$ cat src/design/oamd_pkg.sv
// types, codes and helpers shared by the operand address mode decoder
package oamd_pkg;

  localparam int RegCount = 8;
  localparam int RegAddrW = 3;
  localparam int WordW    = 16;

  localparam logic [1:0] OP_DECODE = 2'd0;
  localparam logic [1:0] OP_FETCH  = 2'd1;
  localparam logic [1:0] OP_WRITE  = 2'd2;
  localparam logic [1:0] OP_READ   = 2'd3;

  localparam logic [1:0] KIND_REG   = 2'd0;
  localparam logic [1:0] KIND_ADDR  = 2'd1;
  localparam logic [1:0] KIND_FETCH = 2'd2;
  localparam logic [1:0] KIND_RVAL  = 2'd3;

  localparam logic [1:0] PH_IDLE     = 2'd0;
  localparam logic [1:0] PH_DEFER    = 2'd1;
  localparam logic [1:0] PH_INDEX    = 2'd2;
  localparam logic [1:0] PH_INDEXDEF = 2'd3;

  localparam logic [2:0] MODE_REG      = 3'd0;
  localparam logic [2:0] MODE_REGDEF   = 3'd1;
  localparam logic [2:0] MODE_AUTOINC  = 3'd2;
  localparam logic [2:0] MODE_AINCDEF  = 3'd3;
  localparam logic [2:0] MODE_AUTODEC  = 3'd4;
  localparam logic [2:0] MODE_ADECDEF  = 3'd5;
  localparam logic [2:0] MODE_INDEX    = 3'd6;
  localparam logic [2:0] MODE_INDEXDEF = 3'd7;

  localparam logic [RegAddrW-1:0] REG_SP = 3'd6;
  localparam logic [RegAddrW-1:0] REG_PC = 3'd7;

  localparam logic [WordW-1:0] WORD_STEP = 16'd2;

  typedef struct packed {
    logic [1:0]       op;
    logic [2:0]       mode;
    logic [2:0]       reg_number;
    logic [WordW-1:0] opcode;
    logic [WordW-1:0] data;
  } in_item_t;

  typedef struct packed {
    logic [1:0]       kind;
    logic [WordW-1:0] value;
  } out_item_t;

  typedef struct packed {
    logic                en;
    logic [RegAddrW-1:0] addr;
    logic [WordW-1:0]    data;
  } rf_wr_t;

  function automatic logic byte_opcode(input logic [WordW-1:0] oc);
    return oc inside {[16'o1050:16'o1067], [16'o11:16'o15]};
  endfunction

  function automatic logic [WordW-1:0] step_size(input logic [WordW-1:0] oc,
                                                 input logic [RegAddrW-1:0] r);
    logic one;
    one = byte_opcode(oc) && (r != REG_SP) && (r != REG_PC);
    return one ? 16'd1 : WORD_STEP;
  endfunction

endpackage

$ cat src/design/oamd_regfile.sv
// general register file, one read port and one write port
module oamd_regfile
  import oamd_pkg::*;
(
  input  logic                clk,
  input  logic                rst_n,
  input  logic [RegAddrW-1:0] rd_addr,
  output logic [WordW-1:0]    rd_data,
  input  rf_wr_t              wr
);

  logic [WordW-1:0] regs_r [RegCount];

  always_ff @(posedge clk) begin
    if (!rst_n) begin
      for (int i = 0; i < RegCount; i++) begin
        regs_r[i] <= '0;
      end
    end else if (wr.en) begin
      regs_r[wr.addr] <= wr.data;
    end
  end

  assign rd_data = regs_r[rd_addr];

endmodule

$ cat src/design/oamd_exec.sv
// addressing mode decode, register update and pending fetch tracking
module oamd_exec
  import oamd_pkg::*;
(
  input  logic                clk,
  input  logic                rst_n,
  input  logic                fire,
  input  in_item_t            item,
  output logic [RegAddrW-1:0] rd_addr,
  input  logic [WordW-1:0]    rd_data,
  output rf_wr_t              wr,
  output logic                res_valid,
  output out_item_t           res
);

  logic [1:0]          phase_r, phase_nxt;
  logic [RegAddrW-1:0] preg_r, preg_nxt;
  logic [WordW-1:0]    step;
  logic [WordW-1:0]    idx_sum;

  assign step    = step_size(item.opcode, item.reg_number);
  assign idx_sum = rd_data + item.data;

  always_comb begin
    if (item.op == OP_FETCH) begin
      rd_addr = preg_r;
    end else if (item.op == OP_DECODE &&
                 (item.mode == MODE_INDEX || item.mode == MODE_INDEXDEF)) begin
      rd_addr = REG_PC;
    end else begin
      rd_addr = item.reg_number;
    end
  end

  always_comb begin
    wr        = '{en: 1'b0, addr: item.reg_number, data: item.data};
    res_valid = 1'b0;
    res       = '{kind: KIND_REG, value: rd_data};
    phase_nxt = phase_r;
    preg_nxt  = preg_r;
    case (item.op)
      OP_WRITE: begin
        wr.en = 1'b1;
      end
      OP_READ: begin
        res_valid = 1'b1;
        res.kind  = KIND_RVAL;
      end
      OP_FETCH: begin
        case (phase_r)
          PH_DEFER: begin
            res_valid = 1'b1;
            res       = '{kind: KIND_ADDR, value: item.data};
            phase_nxt = PH_IDLE;
          end
          PH_INDEX: begin
            res_valid = 1'b1;
            res       = '{kind: KIND_ADDR, value: idx_sum};
            phase_nxt = PH_IDLE;
          end
          PH_INDEXDEF: begin
            res_valid = 1'b1;
            res       = '{kind: KIND_FETCH, value: idx_sum};
            phase_nxt = PH_DEFER;
          end
          default: begin
          end
        endcase
      end
      default: begin
        res_valid = 1'b1;
        phase_nxt = PH_IDLE;
        case (item.mode)
          MODE_REG: begin
            res = '{kind: KIND_REG, value: {{(WordW-RegAddrW){1'b0}}, item.reg_number}};
          end
          MODE_REGDEF: begin
            res.kind = KIND_ADDR;
          end
          MODE_AUTOINC: begin
            res.kind = KIND_ADDR;
            wr       = '{en: 1'b1, addr: item.reg_number, data: rd_data + step};
          end
          MODE_AINCDEF: begin
            res.kind  = KIND_FETCH;
            wr        = '{en: 1'b1, addr: item.reg_number, data: rd_data + WORD_STEP};
            phase_nxt = PH_DEFER;
          end
          MODE_AUTODEC: begin
            wr  = '{en: 1'b1, addr: item.reg_number, data: rd_data - step};
            res = '{kind: KIND_ADDR, value: rd_data - step};
          end
          MODE_ADECDEF: begin
            wr        = '{en: 1'b1, addr: item.reg_number, data: rd_data - WORD_STEP};
            res       = '{kind: KIND_FETCH, value: rd_data - WORD_STEP};
            phase_nxt = PH_DEFER;
          end
          default: begin
            res.kind  = KIND_FETCH;
            wr        = '{en: 1'b1, addr: REG_PC, data: rd_data + WORD_STEP};
            preg_nxt  = item.reg_number;
            phase_nxt = (item.mode == MODE_INDEX) ? PH_INDEX : PH_INDEXDEF;
          end
        endcase
      end
    endcase
    if (!fire) begin
      wr.en = 1'b0;
    end
  end

  always_ff @(posedge clk) begin
    if (!rst_n) begin
      phase_r <= PH_IDLE;
      preg_r  <= '0;
    end else if (fire) begin
      phase_r <= phase_nxt;
      preg_r  <= preg_nxt;
    end
  end

endmodule

$ cat src/design/operand_address_mode_decoder_unit.sv
// top level: input register, decode with register file, output register
//
//  channel | ports                          | carries
//  --------+--------------------------------+---------------------------------
//  in      | in_valid, in_stall, in_item    | decode, fetched word, reg write/read
//  out     | out_valid, out_stall, out_item | register, address, fetch, reg value
//
// one item per cycle unless out stalls; results pass the in and out registers
// each item: at most one register read, one add and one write, in the same cycle
// synchronous active-low reset clears registers, pending fetch and valid flags
// a stalled out holds its item; in stalls only while out is stalled and full
module operand_address_mode_decoder_unit
  import oamd_pkg::*;
(
  input  logic      clk,
  input  logic      rst_n,
  input  logic      in_valid,
  output logic      in_stall,
  input  in_item_t  in_item,
  output logic      out_valid,
  input  logic      out_stall,
  output out_item_t out_item
);

  logic                in_valid_r;
  in_item_t            in_item_r;
  logic                out_valid_r;
  out_item_t           out_item_r;
  logic                adv;
  logic                accept;
  logic [RegAddrW-1:0] rd_addr;
  logic [WordW-1:0]    rd_data;
  rf_wr_t              wr;
  logic                res_valid;
  out_item_t           res;

  assign adv      = in_valid_r && (!out_valid_r || !out_stall);
  assign in_stall = in_valid_r && !adv;
  assign accept   = in_valid && !in_stall;

  always_ff @(posedge clk) begin
    if (!rst_n) begin
      in_valid_r <= 1'b0;
    end else if (accept) begin
      in_valid_r <= 1'b1;
    end else if (adv) begin
      in_valid_r <= 1'b0;
    end
  end

  always_ff @(posedge clk) begin
    if (accept) begin
      in_item_r <= in_item;
    end
  end

  oamd_regfile u_regfile (
    .clk     (clk),
    .rst_n   (rst_n),
    .rd_addr (rd_addr),
    .rd_data (rd_data),
    .wr      (wr)
  );

  oamd_exec u_exec (
    .clk       (clk),
    .rst_n     (rst_n),
    .fire      (adv),
    .item      (in_item_r),
    .rd_addr   (rd_addr),
    .rd_data   (rd_data),
    .wr        (wr),
    .res_valid (res_valid),
    .res       (res)
  );

  always_ff @(posedge clk) begin
    if (!rst_n) begin
      out_valid_r <= 1'b0;
    end else if (adv && res_valid) begin
      out_valid_r <= 1'b1;
    end else if (!out_stall) begin
      out_valid_r <= 1'b0;
    end
  end

  always_ff @(posedge clk) begin
    if (adv && res_valid) begin
      out_item_r <= res;
    end
  end

  assign out_valid = out_valid_r;
  assign out_item  = out_item_r;

endmodule

$ cat config.mk
export PLATFORM = sky130hd
export DESIGN_NAME = operand_address_mode_decoder_unit
export DESIGN_NICKNAME = d
export VERILOG_FILES = /design/src/design/oamd_pkg.sv /design/src/design/oamd_regfile.sv /design/src/design/oamd_exec.sv /design/src/design/operand_address_mode_decoder_unit.sv
export SDC_FILE = /design/constraint.sdc
export NUM_CORES = 1
export LEC_CHECK = 0
export BUFFER_PORTS_ARGS = -buffer_cell sky130_fd_sc_hd__buf_2
export CORE_MARGIN = 4
export CORE_UTILIZATION = 35
export CTS_CLUSTER_DIAMETER = 200
export CTS_CLUSTER_SIZE = 24
export DETAILED_ROUTE_END_ITERATION = 10
export PLACE_DENSITY = 0.58
export SETUP_SLACK_MARGIN = 0.1
export SLEW_MARGIN = 20
export SYNTH_ARGS = -nofsm -noshare
export SYNTH_HDL_FRONTEND = slang
export SYNTH_HIERARCHICAL = 1
export SYNTH_SLANG_ARGS = --single-unit
$ cat constraint.sdc
create_clock -name clk -period 14.1 [get_ports clk]
set_clock_uncertainty 0.05 [all_clocks]
set_input_delay 0.705 -clock clk [delete_from_list [all_inputs] [get_ports clk]]
set_output_delay 0.705 -clock clk [all_outputs]
set_load 0.01 [all_outputs]
Word level (Yosys, flattened, before mapping)
Memory sizes are Yosys's and may differ from the RTL's.
Index checks and enable logic that the tools add are counted.
{"block": "word_totals", "regBits": 65, "mem_bits_rw": 128, "output_inout_bits": 20, "n_memories": 1}
{"name": "u_regfile.regs_r", "words": 8, "width": 16, "rd": 1, "rd_ports_with_merged_regs": 0, "write_ports": 8, "line_no": "oamd_regfile.sv:12", "source": "logic [WordW-1:0] regs_r [RegCount];"}
{"block": "classes", "n_addsub": 5, "magnitude_cmp": 4, "n_eq_ne": 17, "n_mux": 29, "bitwise_logic": 3, "reduce_logical": 32}
{"op": "$pmux 20 s5", "count": 1}
{"op": "$pmux 18 s3", "count": 1}
{"op": "$pmux 16 s3", "count": 1}
{"op": "$add 16x16->16", "count": 2}
{"op": "$pmux 16 s2", "count": 1}
{"op": "$mux 19", "count": 1}
{"op": "$add 16x2->16 const B", "count": 1}
{"op": "$ge 16x10->1 const B", "count": 1}
{"op": "$ge 16x4->1 const B", "count": 1}
{"op": "$le 16x10->1 const B", "count": 1}
{"op": "$le 16x4->1 const B", "count": 1}
{"op": "$mux 16", "count": 1}
{"op": "$pmux 2 s2", "count": 4}
{"op": "$reduce_or 16->1", "count": 1}
{"op": "$sub 16x16->16", "count": 1}
{"op": "$sub 16x2->16 const B", "count": 1}
{"op": "$eq 3x3->1 const B", "count": 4}
{"op": "$mux 1", "count": 12}
{"op": "$reduce_or 2->1", "count": 5}
{"op": "$logic_and 1x1->1", "count": 9}
{"op": "$mux 3", "count": 3}
{"op": "$ne 3x3->1 const B", "count": 3}
{"op": "$reduce_or 3->1", "count": 3}
{"op": "$eq 2x2->1 const B", "count": 4}
{"op": "16 further kinds", "count": 27}

Longest topological paths before layout
{"block": "logic_depth", "depth_word": 15, "ltp_mapped": 22, "ltp_nobuf": 17}

Modules after synthesis
The synthesis kept the hierarchy.
{"module": "oamd_regfile", "instances": 1, "cells_each": 373, "area_per_inst_um2": 5805.6, "seq_area_each_um2": 3843.7}
{"module": "oamd_exec", "instances": 1, "cells_each": 438, "area_per_inst_um2": 3044.2, "seq_area_each_um2": 100.1}
{"module": "operand_address_mode_decoder_unit", "instances": 1, "cells_each": 68, "area_per_inst_um2": 1833.0, "seq_area_each_um2": 1781.7}

Worst setup path before layout
No wires, ideal clock.
{"block": "synth_timing", "path_kind": "reg2reg", "from": "reg in_item_r[38] in the netlist's numbering", "to": "mem u_regfile.regs_r[0][6] (data pin)", "setup_ns": 0.158, "t_arrival_ns": 4.562, "required_time_ns": 13.892, "path_slack_ns": 9.331, "path_stages_with_launch": 20, "n_path_buf": 3, "synth_period_minus_slack_ns": 4.769, "cell_sequence": "edfxtp_1 > or2_2 > nor2_1 > clkbuf_1 > a21o_1 > mux2_2 > buf_6 > buf_6 > mux4_1 > mux2_2 > inv_1 > fa_1 > nand2b_1 > a21o_1 > nor4_1 > xor2_1 > o22ai_1 > a221oi_1 > clkinv_1 > nor3_1"}
{"element": "start: declaration", "line_no": "operand_address_mode_decoder_unit.sv:26", "source": "in_item_t in_item_r;"}
{"element": "start signal: assignment", "line_no": "operand_address_mode_decoder_unit.sv:53", "source": "in_item_r <= in_item;"}
{"element": "end: declaration", "line_no": "oamd_regfile.sv:12"}

==> impl_results.md <==
- FF-to-FF Start: in_item_r[36]
- RSZ-0062 raised after global routing: false
- Worst-Skew Late Latency: 450 ps
- Number of enable flip-flop cells after synthesis: 186
- Number of cell instances on the worst register-to-register path: 17
- WL final: 28.1 mm
- Endpoint of the worst register-to-register path: u_regfile/regs_r[7][6]
- Max-cap violations: 0
- Max clock buf depth: 2
- Relative area change from synthesis to final layout: 11.7%
- Netlist area before placement: 10700 um^2
- Starting density of the core: 35.8%
- Core ar.: 29900 um^2
- Number of nets in the final layout: 974
- Post-Synthesis Mean Instance Area: 12.2 um^2
- Stages on the worst setup path: 17
- Via count: 7494
- Worst path max stage delay: 850 ps
- Crit-path max FO: 32
- Distinct cells, synth: 78
- Status: finished, final reports clean
- Number of hold-slack violations in the final timing report: 0
- Kind of critical path: register to register
- Placed inst area: 11300 um^2
- Yosys warnings: 6
- Number of buffers and inverters on the critical path: 3
- Min Clock Period, post-route: 6540 ps
- Static power due to leakage: 4.16 nW
- Wire length of the first global-routing pass: 43.3 mm
- Arrival time of data at the critical path endpoint: 6740 ps
- Number of buffers created by CTS: 17
- Detailed placement HPWL: 18.4 mm
- DRC Markers: 0
- Setup slack, reg-to-reg: 7560 ps
- Clock edge transition at the registers on the reported setup and hold paths: 80 ps
- H-tree level count: 4
- Root Driver: clkbuf_16
- Number of standard-cell rows in the floorplan: 63
- Detailed-routing iteration count for the pre-antenna-repair pass: 5
- Tot GR Track Use: 16.7%
- Final period util: 46.4%
- Diode count: 0
- Post-cts resize count: 0
- CP endpoint: u_regfile/regs_r[7][6]
- Floorplan die height: 183 um
- Path category of the worst min-delay check: input pin to register
- Clk sink count: 193
- Pin count of the biggest net entering global routing: 69
- Number of failing setup endpoints in the final timing report: 0
- Worst path slowest cell: mux2_2
- Vias in the first global route: 7421
- Fraction of final layout cells with drive strength greater than 1: 17.2%
- Worst IR Drop VDD: 78.2 uV
- Register area share after synthesis: 53.6%
- Buffers added on ports: 63
- Clock tree from TritonCTS: done
- Cell count after synthesis: 879
- Area enclosed by the die boundary: 33400 um^2
- Crit path cell chain: inv_1, nor2_1, a21o_1, mux2_2, mux4_1, mux2_2, inv_1, ha_1, fa_1, nand2b_1, a21o_1, nor4_1, xor2_1, o22ai_1, a221oi_1, clkinv_1, nor3_1
- Average detailed-routed wire length per instance: 21.5 um
- Category of the worst setup path launch point: register
- Critical path's top delay family: multiplexers
- Crit path launch: in_item_r[36]
- Leading cell type in the layout, fill and taps excluded: edfxtp_1
- Power density over the cells: 120 nW/um^2
- Required time of the critical path: 14300 ps
- Worst slack on hold paths: 386 ps
- Remaining global-route overflow: 0
- Maximum clock frequency: 0.153 GHz
- Total I/O pin count: 64
- CTS Hold Buffers Added: 0
- Critical path endpoint category: register
- Post-CTS Setup Repair Bufs: 0
- FFs w/ async S/R, synth: 0%
- Number of vias per cell after detailed routing: 5.75
- Final number of max-transition violations: 0
- Transition time of the tightest slew-check pin: 1130 ps
- Most frequent cells in the layout: edfxtp_1, nor3_1, buf_2, nand2_1
- Number of synthesized register bits: 193
- Prevailing post-synth register cell: edfxtp_1
- Number of violations reported at the end of detailed-routing iteration 0: 648
- Placer Congestion: 0.888
- Synthesized netlist net count: 952
- Antenna violations before repair: 0
- X dimension of the die: 183 um
- Final standard cell area without fillers: 11900 um^2
- Final-layout setup total negative slack: 0 ps
- Antenna-violating nets left: 0
- Relative max-transition margin: 24.2%
-- sequential cells by signal (all words and copies together) (netlist names) --
signal / flops
in_valid_r: 1
u_exec/preg_r: 3
out_valid: 1
u_exec/phase_r: 2
out_item: 18
u_regfile/regs_r: 128
in_item_r: 40
-- metal layers --
metal  global-route usage (%)  share of wire (%)  up-vias
li1                         -                  -     3474
met1                     22.3                 44     3752
met2                     27.5                 48      220
met3                     2.93                4.7       48
met4                     6.09                2.5        0
met5                        0                  0        -
-- area by class of cell --
type                    count  area, um^2
multi-input cells         585        4570
flip-flops and latches    193        5730
clock buffers              17         425
well taps                 390         488
fillers                  2804       17900
clock inverters            15         205
repair buffers             77         420
inverters                  27         101
-- cell usage after synthesis, types with 5 or more instances --
cell	n	area [um^2]
a211oi_1	6	45.0
a21o_1	12	90.1
a21oi_1	24	120
a221o_1	6	60.1
a221oi_1	9	78.8
a22oi_1	10	75.1
and2_1	5	31.3
buf_1	11	41.3
buf_2	8	40.0
clkbuf_1	49	184
clkinv_1	16	60.1
dfxtp_1	7	140
edfxtp_1	186	5590
ha_1	26	325
inv_1	11	41.3
mux2_2	21	236
mux2i_1	7	70.1
mux4_1	28	736
nand2_1	45	169
nand2b_1	14	87.6
nand3_1	10	50.1
nand4_1	6	37.5
nor2_1	36	135
nor2b_1	8	50.1
nor3_1	140	701
o211ai_1	8	60.1
o21ai_0	44	220
o221ai_1	7	61.3
o22ai_1	6	37.5
xnor2_1	16	140
xor2_1	16	140
-- power by group --
| part | switching, mW | internal, mW | total (mW) |
|---|---|---|---|
| registers | 0.0142 | 0.654 | 0.668 |
| clock network | 0.248 | 0.260 | 0.508 |
| logic | 0.158 | 0.0922 | 0.250 |
| total | 0.420 | 1.01 | 1.43 |
-- cell families (layout without fill, tap and decap cells) --
family | count (synthesis) | count (layout) | share of synthesized area, %
xor gates and xnor gates | 32 | 32 | 2.62
adders and majority gates | 29 | 29 | 3.61
buffers and inverters | 101 | 136 | 3.95
DFF | 193 | 193 | 53.6
AOI/OAI and AO/OA | 168 | 168 | 11.2
muxes | 60 | 60 | 10.6
and+or+nand+nor | 296 | 296 | 14.4
-- through the flow --
stage	std cells	utilization [%]	total power [mW]	setup slack [ps]
4_1_cts	1304	39.9	1.43	7600
5_1_grt	1304	40.0	1.49	7080
6_report	1304	40.0	1.43	7560
3_3_place_gp	1272	37.8	0.925	7760
3_5_place_dp	1272	37.8	0.927	7660
2_1_floorplan	879	-	0.860	9330
-- how the worst min path moves through the flow --
stage / start / endpoint / slack [ps] / cells past startpoint
finish: in_item[13] / in_item_r[13] / 390 / 1
global route: in_item[5] / in_item_r[5] / 370 / 1
CTS: in_item[8] / in_item_r[8] / 370 / 1
detailed placement: u_exec/preg_r[2] / u_exec/preg_r[2] / 460 / 2
global placement: u_exec/preg_r[2] / u_exec/preg_r[2] / 450 / 2
floorplan: in_valid_r / out_valid / 420 / 2
(Power assumes the default switching activity.)
